<file path="src/sv/fjg_pkg.sv">
// fjg_pkg: shared types and constants for the feeder jam guard with heat lock.
// No dependencies; used by fjg_step, the top level and the checker.
package fjg_pkg;

  localparam int CFG_IDX_W = 3;
  localparam int CFG_DATA_W = 16;

  // configuration register indexes
  localparam logic [CFG_IDX_W-1:0] CFG_LOCK_MARGIN      = 3'd0;
  localparam logic [CFG_IDX_W-1:0] CFG_RESUME_HEAT      = 3'd1;
  localparam logic [CFG_IDX_W-1:0] CFG_SPEED_TOLERANCE  = 3'd2;
  localparam logic [CFG_IDX_W-1:0] CFG_JAM_TIMEOUT_MS   = 3'd3;
  localparam logic [CFG_IDX_W-1:0] CFG_JAMS_BEFORE_STOP = 3'd4;
  localparam logic [CFG_IDX_W-1:0] CFG_BACKOFF_SPEED    = 3'd5;
  localparam logic [CFG_IDX_W-1:0] CFG_REVERSE_MS       = 3'd6;
  localparam logic [CFG_IDX_W-1:0] CFG_STOP_MS          = 3'd7;

  localparam logic [3:0] JAM_COUNT_MAX = 4'd15;

  typedef enum logic [1:0] {
    MODE_NORMAL,
    MODE_BLOCKED,
    MODE_REVERSING,
    MODE_STOPPED
  } fjg_mode_t;

  typedef struct packed {
    logic [15:0]        lock_margin;
    logic [15:0]        resume_heat;
    logic [14:0]        speed_tolerance;
    logic [15:0]        jam_timeout_ms;
    logic [3:0]         jams_before_stop;
    logic signed [15:0] backoff_speed;
    logic [15:0]        reverse_ms;
    logic [15:0]        stop_ms;
  } fjg_cfg_t;

  typedef struct packed {
    logic               heat_locked;
    fjg_mode_t          mode;
    logic               stall_timing;
    logic [31:0]        stall_start;
    logic [3:0]         jam_count;
    logic [31:0]        phase_start;
    logic signed [15:0] last_trigger_command;
    logic signed [15:0] last_friction_command;
  } fjg_state_t;

  typedef struct packed {
    logic [31:0]        now_ms;
    logic [15:0]        heat;
    logic [15:0]        heat_limit;
    logic signed [15:0] friction_target;
    logic signed [15:0] trigger_target;
    logic signed [15:0] trigger_measured;
  } fjg_item_t;

  typedef struct packed {
    logic               command_sent;
    logic signed [15:0] friction_command;
    logic signed [15:0] trigger_command;
    logic [1:0]         jam_mode;
    logic               fire_inhibited;
  } fjg_result_t;

endpackage

</file>
<file path="src/sv/fjg_step.sv">
// fjg_step: one control step of the heat lock and jam machine, combinational.
// Depends on fjg_pkg for the config, state, item and result types.
module fjg_step (
  input  fjg_pkg::fjg_cfg_t    cfg,
  input  fjg_pkg::fjg_state_t  state,
  input  fjg_pkg::fjg_item_t   item,
  output fjg_pkg::fjg_state_t  state_nxt,
  output fjg_pkg::fjg_result_t result
);

  logic [16:0]        thr_diff;
  logic [15:0]        thr;
  logic               locked;
  logic signed [15:0] trig;
  logic signed [17:0] trig_x;
  logic signed [17:0] meas_x;
  logic signed [17:0] stall_lvl;
  logic               stall;
  logic [31:0]        stall_base;
  logic [31:0]        stall_elapsed;
  logic [31:0]        phase_elapsed;
  logic [3:0]         cnt_inc;
  logic               sent;
  logic signed [15:0] cmd_trig;

  // lock point: heat_limit - lock_margin, floored at zero
  assign thr_diff = {1'b0, item.heat_limit} - {1'b0, cfg.lock_margin};
  assign thr = thr_diff[16] ? 16'd0 : thr_diff[15:0];
  assign locked = state.heat_locked ? !(item.heat < cfg.resume_heat) : (item.heat >= thr);
  assign trig = locked ? 16'sd0 : item.trigger_target;

  assign trig_x = {{2{trig[15]}}, trig};
  assign meas_x = {{2{item.trigger_measured[15]}}, item.trigger_measured};
  assign stall_lvl = trig_x - $signed({3'b000, cfg.speed_tolerance});
  assign stall = (trig > 16'sd0) && (meas_x < stall_lvl);

  assign stall_base = state.stall_timing ? state.stall_start : item.now_ms;
  assign stall_elapsed = item.now_ms - stall_base;
  assign phase_elapsed = item.now_ms - state.phase_start;
  assign cnt_inc = (state.jam_count < fjg_pkg::JAM_COUNT_MAX) ?
                   state.jam_count + 4'd1 : state.jam_count;

  always_comb begin
    state_nxt = state;
    state_nxt.heat_locked = locked;
    sent = 1'b0;
    cmd_trig = 16'sd0;
    case (state.mode)
      fjg_pkg::MODE_NORMAL: begin
        sent = 1'b1;
        cmd_trig = trig;
        if (stall) begin
          state_nxt.stall_start = stall_base;
          if (stall_elapsed >= {16'd0, cfg.jam_timeout_ms}) begin
            state_nxt.mode = fjg_pkg::MODE_BLOCKED;
            state_nxt.stall_timing = 1'b0;
          end else begin
            state_nxt.stall_timing = 1'b1;
          end
        end else begin
          state_nxt.stall_timing = 1'b0;
        end
      end
      fjg_pkg::MODE_BLOCKED: begin
        sent = 1'b1;
        state_nxt.phase_start = item.now_ms;
        if (cnt_inc >= cfg.jams_before_stop) begin
          cmd_trig = 16'sd0;
          state_nxt.mode = fjg_pkg::MODE_STOPPED;
          state_nxt.stall_timing = 1'b0;
          state_nxt.jam_count = 4'd0;
        end else begin
          cmd_trig = cfg.backoff_speed;
          state_nxt.mode = fjg_pkg::MODE_REVERSING;
          state_nxt.jam_count = cnt_inc;
        end
      end
      fjg_pkg::MODE_REVERSING: begin
        if (phase_elapsed >= {16'd0, cfg.reverse_ms}) begin
          state_nxt.mode = fjg_pkg::MODE_NORMAL;
          sent = 1'b1;
          cmd_trig = trig;
        end
      end
      default: begin
        sent = 1'b1;
        if (phase_elapsed >= {16'd0, cfg.stop_ms}) begin
          state_nxt.mode = fjg_pkg::MODE_NORMAL;
          cmd_trig = trig;
        end else begin
          cmd_trig = 16'sd0;
        end
      end
    endcase
    if (sent) begin
      state_nxt.last_friction_command = item.friction_target;
      state_nxt.last_trigger_command = cmd_trig;
    end
  end

  assign result.command_sent = sent;
  assign result.friction_command = state_nxt.last_friction_command;
  assign result.trigger_command = state_nxt.last_trigger_command;
  assign result.jam_mode = state_nxt.mode;
  assign result.fire_inhibited = locked;

endmodule

</file>
<file path="src/sv/feeder_jam_guard_heat_lock.sv">
// feeder_jam_guard_heat_lock: top level, input register, state, result register.
// Depends on fjg_pkg and fjg_step.
//
// Feeder jam guard with heat lock. Each input word is one control step (tick,
// heat, heat limit, friction and feeder targets, measured feeder speed); each
// step gives exactly one result word with the speed commands, the jam mode
// after the step and the heat-lock flag. The block takes one word per clock
// when the result side keeps up; a result word is registered: each accepted
// input word passes the input register, then the step logic into the result
// register. The step state lives in flip-flops and is updated in the same
// edge that loads the result register, so back-to-back words see the state
// of their predecessor. Configuration writes are always accepted
// (cfg_ready is tied high) and should only be issued while the block is idle.
module feeder_jam_guard_heat_lock (
  input  logic                             clk,
  input  logic                             rst_n,
  // input channel
  input  logic                             in_valid,
  output logic                             in_stall,
  input  logic [31:0]                      in_now_ms,
  input  logic [15:0]                      in_heat,
  input  logic [15:0]                      in_heat_limit,
  input  logic signed [15:0]               in_friction_target,
  input  logic signed [15:0]               in_trigger_target,
  input  logic signed [15:0]               in_trigger_measured,
  // result channel
  output logic                             out_valid,
  input  logic                             out_stall,
  output logic                             out_command_sent,
  output logic signed [15:0]               out_friction_command,
  output logic signed [15:0]               out_trigger_command,
  output logic [1:0]                       out_jam_mode,
  output logic                             out_fire_inhibited,
  // configuration write channel
  input  logic                             cfg_valid,
  output logic                             cfg_ready,
  input  logic [fjg_pkg::CFG_IDX_W-1:0]    cfg_index,
  input  logic [fjg_pkg::CFG_DATA_W-1:0]   cfg_data
);

  fjg_pkg::fjg_cfg_t    cfg_r;
  fjg_pkg::fjg_state_t  state_r;
  fjg_pkg::fjg_state_t  state_nxt;
  fjg_pkg::fjg_item_t   item_r;
  fjg_pkg::fjg_result_t step_res;
  fjg_pkg::fjg_result_t res_r;
  logic                 item_vld_r;
  logic                 res_vld_r;
  logic                 advance;
  logic                 in_accept;

  // the result register frees up when empty or being drained this cycle
  assign advance   = item_vld_r && (!res_vld_r || !out_stall);
  assign in_stall  = item_vld_r && !advance;
  assign in_accept = in_valid && !in_stall;
  assign cfg_ready = 1'b1;

  // configuration registers
  always_ff @(posedge clk) begin
    if (!rst_n) begin
      cfg_r.lock_margin      <= 16'd30;
      cfg_r.resume_heat      <= 16'd40;
      cfg_r.speed_tolerance  <= 15'd500;
      cfg_r.jam_timeout_ms   <= 16'd500;
      cfg_r.jams_before_stop <= 4'd3;
      cfg_r.backoff_speed    <= -16'sd1000;
      cfg_r.reverse_ms       <= 16'd200;
      cfg_r.stop_ms          <= 16'd3000;
    end else if (cfg_valid && cfg_ready) begin
      case (cfg_index)
        fjg_pkg::CFG_LOCK_MARGIN:      cfg_r.lock_margin      <= cfg_data;
        fjg_pkg::CFG_RESUME_HEAT:      cfg_r.resume_heat      <= cfg_data;
        fjg_pkg::CFG_SPEED_TOLERANCE:  cfg_r.speed_tolerance  <= cfg_data[14:0];
        fjg_pkg::CFG_JAM_TIMEOUT_MS:   cfg_r.jam_timeout_ms   <= cfg_data;
        fjg_pkg::CFG_JAMS_BEFORE_STOP: cfg_r.jams_before_stop <= cfg_data[3:0];
        fjg_pkg::CFG_BACKOFF_SPEED:    cfg_r.backoff_speed    <= $signed(cfg_data);
        fjg_pkg::CFG_REVERSE_MS:       cfg_r.reverse_ms       <= cfg_data;
        fjg_pkg::CFG_STOP_MS:          cfg_r.stop_ms          <= cfg_data;
        default: ;
      endcase
    end
  end

  // input register: payload needs no reset
  always_ff @(posedge clk) begin
    if (in_accept) begin
      item_r.now_ms           <= in_now_ms;
      item_r.heat             <= in_heat;
      item_r.heat_limit       <= in_heat_limit;
      item_r.friction_target  <= in_friction_target;
      item_r.trigger_target   <= in_trigger_target;
      item_r.trigger_measured <= in_trigger_measured;
    end
  end

  // valid flags of both stages
  always_ff @(posedge clk) begin
    if (!rst_n) begin
      item_vld_r <= 1'b0;
      res_vld_r  <= 1'b0;
    end else begin
      if (in_accept) item_vld_r <= 1'b1;
      else if (advance) item_vld_r <= 1'b0;
      if (advance) res_vld_r <= 1'b1;
      else if (!out_stall) res_vld_r <= 1'b0;
    end
  end

  fjg_step u_step (
    .cfg       (cfg_r),
    .state     (state_r),
    .item      (item_r),
    .state_nxt (state_nxt),
    .result    (step_res)
  );

  // step state commits together with the result word
  always_ff @(posedge clk) begin
    if (!rst_n) begin
      state_r.heat_locked           <= 1'b0;
      state_r.mode                  <= fjg_pkg::MODE_NORMAL;
      state_r.stall_timing          <= 1'b0;
      state_r.stall_start           <= 32'd0;
      state_r.jam_count             <= 4'd0;
      state_r.phase_start           <= 32'd0;
      state_r.last_trigger_command  <= 16'sd0;
      state_r.last_friction_command <= 16'sd0;
    end else if (advance) begin
      state_r <= state_nxt;
    end
  end

  always_ff @(posedge clk) begin
    if (advance) res_r <= step_res;
  end

  assign out_valid            = res_vld_r;
  assign out_command_sent     = res_r.command_sent;
  assign out_friction_command = res_r.friction_command;
  assign out_trigger_command  = res_r.trigger_command;
  assign out_jam_mode         = res_r.jam_mode;
  assign out_fire_inhibited   = res_r.fire_inhibited;

endmodule

</file>
<file path="config.mk">
export PLATFORM = sky130hd
export DESIGN_NAME = feeder_jam_guard_heat_lock
export DESIGN_NICKNAME = d
export VERILOG_FILES = /design/src/sv/fjg_pkg.sv /design/src/sv/fjg_step.sv /design/src/sv/feeder_jam_guard_heat_lock.sv
export SDC_FILE = /design/constraint.sdc
export NUM_CORES = 1
export LEC_CHECK = 0
export BUFFER_PORTS_ARGS = -buffer_cell sky130_fd_sc_hd__buf_4
export CAP_MARGIN = 10
export CORE_UTILIZATION = 65
export DETAILED_ROUTE_END_ITERATION = 8
export PLACE_DENSITY = 0.86
export SLEW_MARGIN = 40
export SYNTH_ARGS = -nofsm -noshare
export SYNTH_HDL_FRONTEND = slang
export SYNTH_SLANG_ARGS = --single-unit
</file>
<file path="constraint.sdc">
create_clock -name clk -period 22.3 [get_ports clk]
set_input_delay 1.115 -clock clk [delete_from_list [all_inputs] [get_ports clk]]
set_output_delay 1.115 -clock clk [all_outputs]
set_load 0.01 [all_outputs]
</file>
Word-level counts from Yosys, hierarchy flattened --
Index checks and enable logic that the tools add are counted.
Cells by class: $add $sub $neg 5, multiply operators 0, div/mod/pow operators 0, order comparisons 9, equal/unequal tests 11, shift operators 0, muxes and demuxes 27, bitwise gates (word level) 0, reduce and logical (&&, ||, !) cells 25
Operators with widths (number):
- greater-or-equal comparator 32 x 16 -> 1 bit | 3
- 2-to-1 mux 16 bit | 5
- 2-to-1 mux 32 bit | 2
- subtractor 32 bit | 2
- case mux 16 bit (3 select lines) | 1
- subtractor 16 x 16 -> 17 bit | 2
- AND reduction 2 bit | 9
- less-than comparator 16 x 17 -> 1 bit | 1
- greater-or-equal comparator 16 bit | 1
- greater-than comparator 16 x 1 -> 1 bit (second input constant) | 1
- less-than comparator 16 bit | 1
- equality test 3 bit (second input constant) | 4
- 2-to-1 mux 1 bit | 11
- 2-to-1 mux 2 bit | 4
- 2-to-1 mux 4 bit | 2
- equality test 3 x 2 -> 1 bit (second input constant) | 2
- case mux 2 bit (3 select lines) | 1
- AND reduction 3 bit | 2
- logical NOT 1 bit | 5
- adder 4 x 1 -> 4 bit (second input constant) | 1
- greater-or-equal comparator 4 bit | 1
- logical AND 1 bit | 4
- less-than comparator 4 bit (second input constant) | 1
- inequality test 2 x 1 -> 1 bit (second input constant) | 2
- other kinds (8) | 9
Storage, ports and cells: flip-flop bits (word level) 369, latch bits 0, RAM bits 0, ROM bits 0, output and inout port bits 39, logic and storage cells 106, memories 0

Depth between registers and ports, before layout --
Gate-level depths: netlist (run 1).
word-level depth 10, gate-level depth with buffers 51, depth with buffers taken out 46

Modules after synthesis --
Synthesis (run 1) repeated with hierarchy kept, for this count alone.
Unflattened totals: cells, all modules 2470, area total of the unflattened synthesis 22793.1 µm²
By module, submodules not included:
- feeder_jam_guard_heat_lock | instances 1, cells each 1029, area each 12991.2 µm²
- fjg_step | instances 1, cells each 1441, area each 9801.9 µm²

Worst setup path before layout (run 1) --
OpenSTA, ideal clock, no wires.
path kind flip-flop to flip-flop, start register item_r[48] (netlist bit), end register state_r[73] (netlist bit), library setup time 0.091 ns, arrival time 8.970 ns, required time 22.209 ns, setup slack 13.239 ns, stages on the path, launching flop included 51, path through edfxtp_1 inv_1 ha_1 fa_1 nor2b_1 o21ai_0 a21boi_0 o21ai_0 a21boi_0 o2111ai_1 a31oi_1 a311o_1 a21o_1 a21o_1 clkbuf_1 nand2_1 ha_1 a21o_1 (+15 left out) o21ai_0 a21oi_1 o21ai_0 a21o_1 and2_1 nor2b_1 xor2_1 ha_1 and3_1 a221o_1 a211o_1 a41oi_1 o211a_1 and2_1 clkbuf_1 clkbuf_1 a21oi_1 a311oi_1
On the way: word-level cells in the longest chain between the ends 9
RTL lines:
- from (decl) | RTL line feeder_jam_guard_heat_lock.sv:44 | fjg_pkg::fjg_item_t item_r;
- subtractor 16 x 16 -> 17 bit (*) | RTL line fjg_step.sv:27 | assign thr_diff = {1'b0, item.heat_limit} - {1'b0, cfg.lock_margin};
- 2-to-1 mux 16 bit (*) | RTL line fjg_step.sv:28 | assign thr = thr_diff[16] ? 16'd0 : thr_diff[15:0];
- greater-or-equal comparator 16 bit (*) | RTL line fjg_step.sv:29 | assign locked = state.heat_locked ? !(item.heat < cfg.resume_heat) : (item.heat >= thr);
- 2-to-1 mux 1 bit (*) | RTL line fjg_step.sv:29
- 2-to-1 mux 16 bit (*) | RTL line fjg_step.sv:30 | assign trig = locked ? 16'sd0 : item.trigger_target;
- subtractor 16 x 16 -> 17 bit | RTL line fjg_step.sv:34 | assign stall_lvl = trig_x - $signed({3'b000, cfg.speed_tolerance});
- less-than comparator 16 x 17 -> 1 bit | RTL line fjg_step.sv:35 | assign stall = (trig > 16'sd0) && (meas_x < stall_lvl);
- logical AND 1 bit (*) | RTL line fjg_step.sv:35
- AND reduction 3 bit (no source line) (*)
- to (signal assigned) | RTL line feeder_jam_guard_heat_lock.sv:129 | state_r <= state_nxt;
- to (decl) | RTL line feeder_jam_guard_heat_lock.sv:42 | fjg_pkg::fjg_state_t state_r;
Mark *: on every way between the ends. The rest lies on a longest branch, timed or not. A chain may end at the register's enable or synchronous reset.

Worst setup path in the final report (run 1) --
start register item_r[48] (netlist bit), end register state_r[69] (netlist bit)
Same word-level chain as after synthesis.

==> summary.md, run 1 <==
| Metric | Value |
|---|---|
| Count leader, synth | nand2_1 |
| Row count | 65 |
| Worst VDD drop | 74.0 uV |
| Largest net degree at the start of global routing | 97 |
| Net Count, Synth | 2680 |
| Most instantiated cells after synthesis | nand2_1 (409), a21oi_1 (264), dfxtp_1 (221), ha_1 (193), inv_1 (173) |
| DR iter-0 viols | 1501 |
| Post-DRT Antenna Nets | 0 |
| Maxcap violations | 0 |
| EDFF count, synth | 148 |
| Hold path depth | 2 |
| Total die area | 33100 sq um |
| Crit path DAT | 10.43 ns |
| Core area | 31700 sq um |
| Max Buffers Root-to-Sink | 3 |
| Clk_lat worst skew | 0.55 ns |
| Clk sinks | 369 |
| Nets | 2806 |
| Filler Cells Inserted | 2253 |
| Relative slew slack | 44.0% |
| Synth cell types | 82 |
| Share of cells above drive strength 1 | 11.6% |
| CTS tree | done |
| Clock Skew | 0.0202 ns |
| Via Count | 18127 |
| Drt wl/cell | 19.0 microns |
| Root buffer cell | clkbuf_16 |
| Achievable Freq | 100 MHz |
| Syn Std Cell Area | 21000 sq um |
| GRT overflow | 0 |
| Hold WC Path Type | reg2reg |
| Setup slack after layout | 12.32 ns |
| Worst Path Max Fanout | 61 |
| Initial DRT Pass Iterations | 7 |
| Leakage | 9.42 nW |
| Cell accounting for the most synthesized area | edfxtp_1 |
| DR DRC count | 0 |
| Switching pwr | 0.486 mW |
| Post-layout util | 75.2% |
| WHS | 0.454 ns |
| Mapped Cells | 2347 |
| Seq/Total Area, Yosys | 42.2% |
| Synth top area share | 21.1% |
| Most used DFF post-synth | dfxtp_1 |
| Net Sw Frac | 27.9% |
| Share of power burned in combinational logic | 18.5% |
| Hold Crit Start | cfg_r[31] |
| Synthesized area per cell | 8.95 sq um |
| Synth Register Bits | 369 |
| Gr usage total | 33.1% |
| Clk network pwr share | 38.3% |
| CP peak stage delay | 0.55 ns |
| Initial Util | 66.3% |
| Slowest cell on the critical path | and2_4 |
| TNS Setup | 0 ns |
| Reg power frac | 43.3% |
| Die height | 182 microns |
| Power density cells | 72.9 nW/um^2 |
| Status | completed |
| Tmin final | 9.98 ns |
| Area contributors post-synth | edfxtp_1 (21%), dfxtp_1 (21%), ha_1 (11%) |
| Final Hold Violating Endpoints | 0 |
| Vias in the first global route | 17551 |
| Die X | 182 microns |
| Pre-CTS setup slack | 12.52 ns |
| Crit. End Element | flip-flop |
| Number of buffers created by CTS | 41 |
| RSZ-0062 raised after global routing | false |
| Final wirelength | 55100 microns |
| Post-CTS Resized | 0 |
| Post-CTS setup buffer count | 0 |
| # port buffers | 173 |
| Antenna fix cells | 0 |
| Worst EP required | 22.74 ns |
| Critical R2R Capture | state_r[69] |
| R2r setup slk | 12.32 ns |
| Hold endpoint | cfg_r[31] |
| Worst-path clk slew | 0.06 ns |
| I/O pin cnt | 175 |
| Worst setup SP type | flip-flop |
| Global-route wire length before repair | 88400 microns |
| Tightest Pin Transition | 0.838 ns |
| Crit-path most repeated cell | a21o_1 |
| H-tree lvl count | 2 |
| Critical R2R Launch | item_r[48] |
| Slew Viols, Final | 0 |
| WS Path Type | reg2reg |
| Initial antenna violation count | 0 |
| Vias per cell | 6.24 |
| Final setup vio count | 0 |
| Period Utilization, post-route | 44.8% |
| Ys async rst share | 0% |
| R2R depth | 46 |
| Synth-to-Final Area Change | 13.5% |
| Post-detail-place hpwl | 39100 microns |
| # hold bufs at CTS | 0 |
| Internal power | 1.25 mW |
| Yosys warnings | 0 |
| Global placement routability congestion | 0.936 |
==> registers in the layout (all words and copies together), names as in the netlist <==
name and cells:
item_r 112, state_r 104, out_fire_inhibited 1, out_trigger_command 16, out_friction_command 16, item_vld_r 1, cfg_r 115, out_valid 1
out_jam_mode 2, out_command_sent 1
==> how the worst max path moves through the flow <==
stage                       end       start  depth (start not counted)  slack [ns]
floorplan           state_r[73]  item_r[48]                         50       13.24
global placement    state_r[75]  item_r[48]                         46       12.50
detailed placement  state_r[71]  item_r[48]                         46       12.52
CTS                 state_r[93]  item_r[48]                         46       12.42
global route        state_r[72]  item_r[48]                         46       11.50
finish              state_r[69]  item_r[48]                         46       12.32
==> power by group through the flow <==
stage / clock, mW / combinational [mW] / sequential (mW)
floorplan: 0 / 0.219 / 0.763
global placement: 0 / 0.298 / 0.765
detailed placement: 0 / 0.312 / 0.766
CTS: 0.670 / 0.317 / 0.752
global route: 0.698 / 0.356 / 0.755
finish: 0.666 / 0.321 / 0.753
==> cell usage in the layout (no fill, tap or decap), types with 5 or more instances in the layout <==
master     count
nand2_1      409
a21oi_1      264
dfxtp_1      220
ha_1         193
buf_4        187
inv_1        171
edfxtp_1     148
nor2_1       108
o21ai_0       82
mux2i_1       53
a21o_1        51
o211ai_1      49
nand3_1       43
clkbuf_16     43
xnor2_1       37
a311oi_1      33
a31oi_1       30
o21a_1        25
nand2b_1      25
xor2_1        22
nor2b_1       21
nor3_1        20
and2_1        20
nand4_1       16
o21bai_1      14
and3_1        13
or3_1         12
o2111ai_1     12
a211oi_1      11
nor4_1        10
clkinv_2      10
clkbuf_1      10
o21ai_1        8
o211ai_2       8
nor3b_1        6
clkinv_1       6
a211o_1        5
a21boi_0       5
a2111oi_0      5
==> metrics by stage <==
stage	instance area [sq um]	power, mW	instances
6_report	23900	1.74	2907
5_1_grt	23900	1.81	2907
4_1_cts	23800	1.74	2907
3_5_place_dp	22500	1.08	2832
3_3_place_gp	22500	1.06	2832
2_1_floorplan	21000	0.981	2347
==> cell type report <==
cell class,count,area [sq um],share of cell area (%)
clock inverter,19,155,0.650
inverter,175,663,2.78
timing repair buffer,189,1430,5.98
sequential,369,8870,37.2
tap,402,503,2.11
clock buffer,56,1150,4.84
multi-input combinational,1697,11100,46.5
==> worst max-delay path, delay by kind of cell (launching register included) <==
kind | cells | cell delay, ns
buf+inv | 2 | 0.29
xor+xnor | 1 | 0.15
flops | 1 | 0.34
compound gates | 28 | 5.67
simple gates | 9 | 1.52
fa+ha+maj | 6 | 1.83
==> logic make-up after synthesis <==
group                    share of synthesized area, %
AO/OA/AOI/OAI                                    20.1
XOR/XNOR                                         2.46
adder cells (fa/ha/maj)                          11.9
buffers and inverters                            5.26
flip-flops                                       42.2
multiplexers                                     2.74
other                                          0.0178
AND/OR/NAND/NOR                                  15.4
==> routing by layer <==
| layer | wire length [microns] | up-vias | GRT usage [%] | share of wire, % |
|---|---|---|---|---|
| li1 | - | 8624 | - | - |
| met1 | 23800 | 8651 | 44.5 | 43 |
| met2 | 25500 | 733 | 54.9 | 46 |
| met3 | 4420 | 119 | 5.76 | 8.0 |
| met4 | 1420 | 0 | 9.69 | 2.6 |
| met5 | 0 | - | 0 | 0 |
No activity file was read; power rests on OpenSTA's default activity.
==> inputs of run 2 (changes only) <==
Settings changed: CORE_UTILIZATION 65 to 55, PLACE_DENSITY 0.86 to 0.77.
Clock period 22.3 ns to 8.3 ns, I/O delays scaled along.
==> run 2 against run 1 <==
The flow now finishes with violations (negative setup slack). Utilization decreased by 8.1 points. Global-route usage fell by 3.6 points. Sequential cell count is the same. Setup slack got worse by 13 ns. Clock skew shrank 0.0092 ns. Clock-buffer cell count rose by 4. Non-clock buffer count rose by 85. Wire length increased by 5.9%. Design area grew 5.9%. Register-to-register slack worse by 13 ns. Fmax up 15%. Largest cell class unchanged.
==> summary.md, run 2 (synthesis gave the netlist of run 1 again) <==
| Metric | Value |
|---|---|
| Largest net degree at the start of global routing | 102 (+5.2%) |
| Total die area | 39000 sq um (+18%) |
| Placed cell count | 2963 (+4.6%) |
| Final wirelength | 58400 microns (+5.9%) |
| DR DRC count | 0 (unchanged) |
| Antenna fix cells | 0 (unchanged) |
| Largest register FFs | 115 (unchanged) |
| Tightest Pin Transition | 0.826 ns (-0.0115 ns) |
| Via Count | 18361 (+1.3%) |
| Row count | 71 (+9.2%) |
| Global placement routability congestion | 0.940 (+0.42%) |
| Number of buffers created by CTS | 41 (unchanged) |
| Final instance area | 25300 sq um (+5.9%) |
| CP peak stage delay | 0.37 ns (-0.18 ns) |
| Largest registers | cfg_r: 115 flops, item_r: 112 flops, state_r: 104 flops |
| Initial DRT Pass Iterations | 5 (-2) |
| Crit path depth | 50 (+8.7%) |
| Most common cell after layout, fill and taps aside | nand2_1 |
| Clk sinks | 369 (unchanged) |
| Switching pwr | 1.36 mW (+180%) |
| Post-DRT Antenna Nets | 0 (unchanged) |
| Top reg by flops | cfg_r |
| Die height | 197 microns (+8.6%) |
| Critical path's top delay family | compound AO/OA/AOI/OAI gates |
| Worst EP required | 8.69 ns (-14.05 ns) |
| Clock Skew | 0.0110 ns (-0.00920 ns) |
| WS Path Type | reg2reg |
| Non-Filler Instances | 3100 (+6.6%) |
| Final Hold Violating Endpoints | 0 (unchanged) |
| Post-detail-place hpwl | 39500 microns (+0.81%) |
| Relative slew slack | 44.7% (+0.77 points) |
| Share of cells above drive strength 1 | 16.0% (+4.4 points) |
| Maxcap violations | 0 (unchanged) |
| I/O pin cnt | 175 (unchanged) |
| Root buffer cell | clkbuf_16 |
| GRT overflow | 0 (unchanged) |
| # port buffers | 173 (unchanged) |
| Global-route wire length before repair | 91200 microns (+3.1%) |
| Tmin final | 8.66 ns (-1.32 ns) |
| Initial Util | 55.8% (-10 points) |
| Crit-path most repeated cell | a21o_1 |
| Vias per cell | 5.92 (-5.0%) |
| Crit path DAT | 9.05 ns (-1.38 ns) |
| Net Sw Frac | 28.1% (+0.24 points) |
| Setup slack after layout | -0.361 ns (-12.68 ns) |
| Final setup vio count | 35 (+35) |
| Hold path depth | 1 (-1) |
| CTS tree | done |
| Internal power | 3.48 mW (+180%) |
| Crit. End Element | flip-flop |
| Worst VDD drop | 180 uV (+140%) |
| Hold WC Path Type | in2reg |
| Slew Viols, Final | 0 (unchanged) |
| Power density cells | 192 nW/um^2 (+160%) |
| Period Utilization, post-route | 104% (+60 points) |
| Share of power burned in combinational logic | 21.3% (+2.8 points) |
| DR iter-0 viols | 1601 (+6.7%) |
| Leakage | 9.97 nW (+5.8%) |
| Core area | 37700 sq um (+19%) |
| Placed cell areas | 22900 sq um (+1.6%) |
| H-tree lvl count | 2 (unchanged) |
| Die X | 197 microns (+8.6%) |
| Initial antenna violation count | 0 (unchanged) |
| Status | finished with violations |
| Synth-to-Final Area Change | 20.2% |
| Max Buffers Root-to-Sink | 3 (unchanged) |
| Failing checks | negative setup slack |
| Vias in the first global route | 17357 (-1.1%) |
| Nets | 2891 (+3.0%) |
| Most frequent cells in the layout | nand2_1 (404), a21oi_1 (257), buf_4 (237) |
| WHS | 0.0243 ns (-0.430 ns) |
| Drt wl/cell | 18.8 microns (-0.69%) |
| Achievable Freq | 115 MHz (+15%) |
| RSZ-0062 raised after global routing | true |
| Clk network pwr share | 36.9% (-1.4 points) |
| CP Buf/Inv Count | 7 (+5) |
| Worst setup SP type | flip-flop |
| Gr usage total | 29.5% (-3.6 points) |
| Filler Cells Inserted | 2973 (+32%) |
| Worst-path clk slew | 0.06 ns (about the same) |
| R2R depth | 50 (+8.7%) |
| Worst Path Max Fanout | 7 (-89%) |
| Clk_lat worst skew | 0.57 ns (+0.02 ns) |
| Reg power frac | 41.8% (-1.5 points) |
| Slowest cell on the critical path | fa_2 |
-- run 2: cell types whose count changed in the layout (fill, tap and decap cells not counted), sizes merged --
cell | previous run | this run
clkbuf | 56 | 61
clkinv | 17 | 12
inv | 173 | 175
dlygate4sd3 | 0 | 16
clkinvlp | 2 | 0
buf | 189 | 257
-- run 2: layout make-up --
class                   instances  area [sq um]  area share [%]
inverters                     175           663            2.63
multi-input cells            1697         11400            45.3
flip-flops and latches        369          8870            35.1
clock buffers                  60          1170            4.63
well taps                     511           639            2.53
clock inverters                14           138           0.545
repair buffers                274          2330            9.23
-- run 2: metal layers --
| metal | share of wire [%] | track usage (%) | vias to the layer above | routed length, microns |
|---|---|---|---|---|
| met2 | 46 | 47.2 | 692 | 26700 |
| li1 | - | - | 8811 | - |
| met5 | 0 | 0 | - | 0 |
| met1 | 44 | 40.3 | 8728 | 25800 |
| met3 | 6.9 | 4.42 | 130 | 4020 |
| met4 | 3.2 | 11.0 | 0 | 1880 |
-- run 2: through the flow --
step,util [%],setup WS [ns],power (mW),setup TNS [ns]
floorplan,-,0.00575,2.65,0
global placement,60.7,-0.255,2.89,-7.71
detailed placement,60.8,-0.601,2.92,-18.42
CTS,66.4,-0.291,4.82,-7.69
global route,67.1,-0.745,5.04,-24.00
finish,67.1,-0.361,4.85,-10.51
-- run 2: final timing paths --
check / slack [ns] / start / endpoint
min: 0.02 / in_heat[7] / item_r[71]
max: -0.36 / item_r[48] / state_r[95]
max reg2reg: -0.36 / item_r[48] / state_r[95]
min reg2reg: 0.45 / state_r[62] / state_r[62]
-- run 2: power groups by stage --
| stage | clock, mW | sequential [mW] | combinational, mW |
|---|---|---|---|
| after global routing | 1.88 | 2.03 | 1.13 |
| after detailed placement | 0 | 2.06 | 0.862 |
| after floorplan | 0 | 2.05 | 0.597 |
| after global placement | 0 | 2.06 | 0.835 |
| final | 1.79 | 2.02 | 1.03 |
| after CTS | 1.82 | 2.02 | 0.977 |
-- run 2: what timing repair did --
action / CTS / global route
endpoints found under the hold margin: 16 / 0
buffers inserted: 37 / 7
hold buffers: 16 / 0
gates resized for setup: 53 / 32
setup endpoints to repair: 35 / 35
gates cloned: 5 / 0
pin swaps: 70 / 44
==> inputs of run 3 (changes only) <==
Settings changed: PLACE_DENSITY 0.77 to 0.83.
==> run 3 against run 2 <==
The run now ends clean. Clock power grew 4%. Worst hold slack got worse by 0.012 ns. Sequential cell count is the same. Sequential power about the same. Clock-buffer cell count is 4 lower. Final cell count is 1.2% higher. Setup slack better by 0.36 ns.
==> summary.md, run 3 (synthesis gave the netlist of run 1 again) <==
| Metric | Value |
|---|---|
| Worst Path Max Fanout | 10 (+3) |
| Nets | 2924 (+1.1%) |
| Max Buffers Root-to-Sink | 3 (unchanged) |
| Die height | 197 microns (unchanged) |
| Share of cells above drive strength 1 | 16.1% (+0.098 points) |
| Clk sinks | 369 (unchanged) |
| Largest register FFs | 115 (unchanged) |
| Relative slew slack | 36.3% (-8.4 points) |
| Vias in the first global route | 18075 (+4.1%) |
| Most used routing layer | met2 |
| Initial antenna violation count | 3 (+3) |
| GRT overflow | 0 (unchanged) |
| Initial Util | 55.8% (unchanged) |
| Worst VDD drop | 189 uV (+5.1%) |
| Placed cell count | 2972 (+0.30%) |
| Worst-path clk slew | 0.06 ns (about the same) |
| Placed cell areas | 23000 sq um (+0.31%) |
| Share of power burned in combinational logic | 21.3% (about the same) |
| Most frequent cells in the layout | nand2_1 (406), a21oi_1 (249), buf_4 (228) |
| Crit path DAT | 8.60 ns (-0.45 ns) |
| M1 GR Usage | 41.5% (+1.2 points) |
| Number of buffers created by CTS | 41 (unchanged) |
| RSZ-0062 raised after global routing | true |
| Most common cell after layout, fill and taps aside | nand2_1 |
| Reg power frac | 41.0% (-0.8 points) |
| Power density cells | 192 nW/um^2 (+0.29%) |
| Gr usage total | 31.4% (+1.9 points) |
| Period Utilization, post-route | 100% (-4.4 points) |
| H-tree lvl count | 2 (unchanged) |
| WHS | 0.0119 ns (-0.0124 ns) |
| Slowest cell on the critical path | fa_2 |
| # port buffers | 173 (unchanged) |
| Top reg by flops | cfg_r |
| Die X | 197 microns (unchanged) |
| Crit. End Element | flip-flop |
| Post-detail-place hpwl | 42500 microns (+7.6%) |
| Net Sw Frac | 28.8% (+0.62 points) |
| Initial DRT Pass Iterations | 6 (+1) |
| Vias per cell | 5.97 (+0.82%) |
| Root buffer cell | clkbuf_16 |
| Non-Filler Instances | 3137 (+1.2%) |
| DR iter-0 viols | 1632 (+1.9%) |
| Tightest Pin Transition | 0.955 ns (+0.128 ns) |
| Hold WC Path Type | in2reg |
| Clk network pwr share | 37.7% (+0.8 points) |
| Achievable Freq | 121 MHz (+4.4%) |
| I/O pin cnt | 175 (unchanged) |
| WS Path Type | reg2reg |
| Final setup vio count | 0 (-100%) |
| Final instance area | 25700 sq um (+1.6%) |
| Worst EP required | 8.60 ns (-0.09 ns) |
| Clock Skew | 0.0165 ns (+0.00553 ns) |
| Final Hold Violating Endpoints | 0 (unchanged) |
| Maxcap violations | 0 (unchanged) |
| Global placement routability congestion | 0.955 (+1.5%) |
| Core area | 37700 sq um (unchanged) |
| Met3 Use GR | 5.84% (+1.4 points) |
| Global-route wire length before repair | 96100 microns (+5.3%) |
| Switching pwr | 1.42 mW (+4.1%) |
| CTS tree | done |
| Drt wl/cell | 19.9 microns (+5.5%) |
| Largest net degree at the start of global routing | 92 (-9.8%) |
| Crit-path most repeated cell | a21o_1 |
| DR DRC count | 0 (unchanged) |
| Worst setup SP type | flip-flop |
| Status | completed |
| CP peak stage delay | 0.35 ns (-0.02 ns) |
| Synth-to-Final Area Change | 22.1% |
| Final wirelength | 62300 microns (+6.8%) |
| Leakage | 10.1 nW (+1.6%) |
| Post-layout util | 68.1% (+1.1 points) |
| Via Count | 18733 (+2.0%) |
| Largest registers | cfg_r: 115 flops, item_r: 112 flops, state_r: 104 flops |
| Internal power | 3.52 mW (+1.0%) |
| Row count | 71 (unchanged) |
| TNS Setup | 0 ns (+10.51 ns) |
| Tmin final | 8.30 ns (-0.362 ns) |
| Met2 Use GR | 50.4% (+3.2 points) |
| Clk_lat worst skew | 0.58 ns (about the same) |
| Slew Viols, Final | 0 (unchanged) |
| Total die area | 39000 sq um (unchanged) |
| Post-DRT Antenna Nets | 0 (unchanged) |
## run 3: cell type report
class                      count  area (sq um)
fill                        2816         12000
multi-input combinational   1697         11500
sequential                   369          8870
timing repair buffer         307          2650
clock buffer                  56          1190
inverter                     175           663
tap                          511           639
clock inverter                19           180
antenna                        3          7.51
## run 3: metrics by stage
step,power [mW],setup slack (ns)
6_report,4.94,0.00125
4_1_cts,4.88,-0.113
3_3_place_gp,2.92,-0.164
5_1_grt,5.12,-0.395
3_5_place_dp,2.95,-0.524
2_1_floorplan,2.65,0.00575
## run 3: per-layer routing
layer  part of all wire (%)  routed length (microns)  up-vias
met2                     46                    28600      858
met4                    4.0                     2490        0
li1                       -                        -     8871
met5                      0                        0        -
met1                     42                    26100     8833
met3                    8.3                     5150      171
## run 3: final timing paths
path	depth (start not counted)	start	to	slack, ns
min reg2reg	2	state_r[56]	state_r[56]	0.45
min	1	in_now_ms[8]	item_r[88]	0.01
max	51	item_r[48]	out_jam_mode[0]	0.001
max reg2reg	51	item_r[48]	out_jam_mode[0]	0.001
## run 3: critical path: cells and delay by family, from the launching register on
kind,cells,cell delay [ns]
XOR/XNOR,1,0.16
buffers and inverters,6,0.71
adder cells (fa/ha/maj),6,1.48
flip-flops,1,0.34
AND/OR/NAND/NOR,10,1.25
AO/OA/AOI/OAI,28,4.06
## run 3: timing repair
action | 4_1_cts | 5_1_grt
pin swaps | 57 | 35
resized for setup | 38 | 57
gates cloned | 5 | 0
setup buffers | 18 | 6
hold endpoints to repair | 54 | 5
hold buffers | 54 | 5
setup endpoints to repair | 35 | 35
## run 3: power by group through the flow
stage	sequential (mW)	clock, mW	combinational [mW]
final	2.03	1.86	1.05
after global routing	2.03	1.95	1.14
after CTS	2.02	1.87	0.987
after detailed placement	2.06	0	0.885
after global placement	2.06	0	0.859
after floorplan	2.05	0	0.597
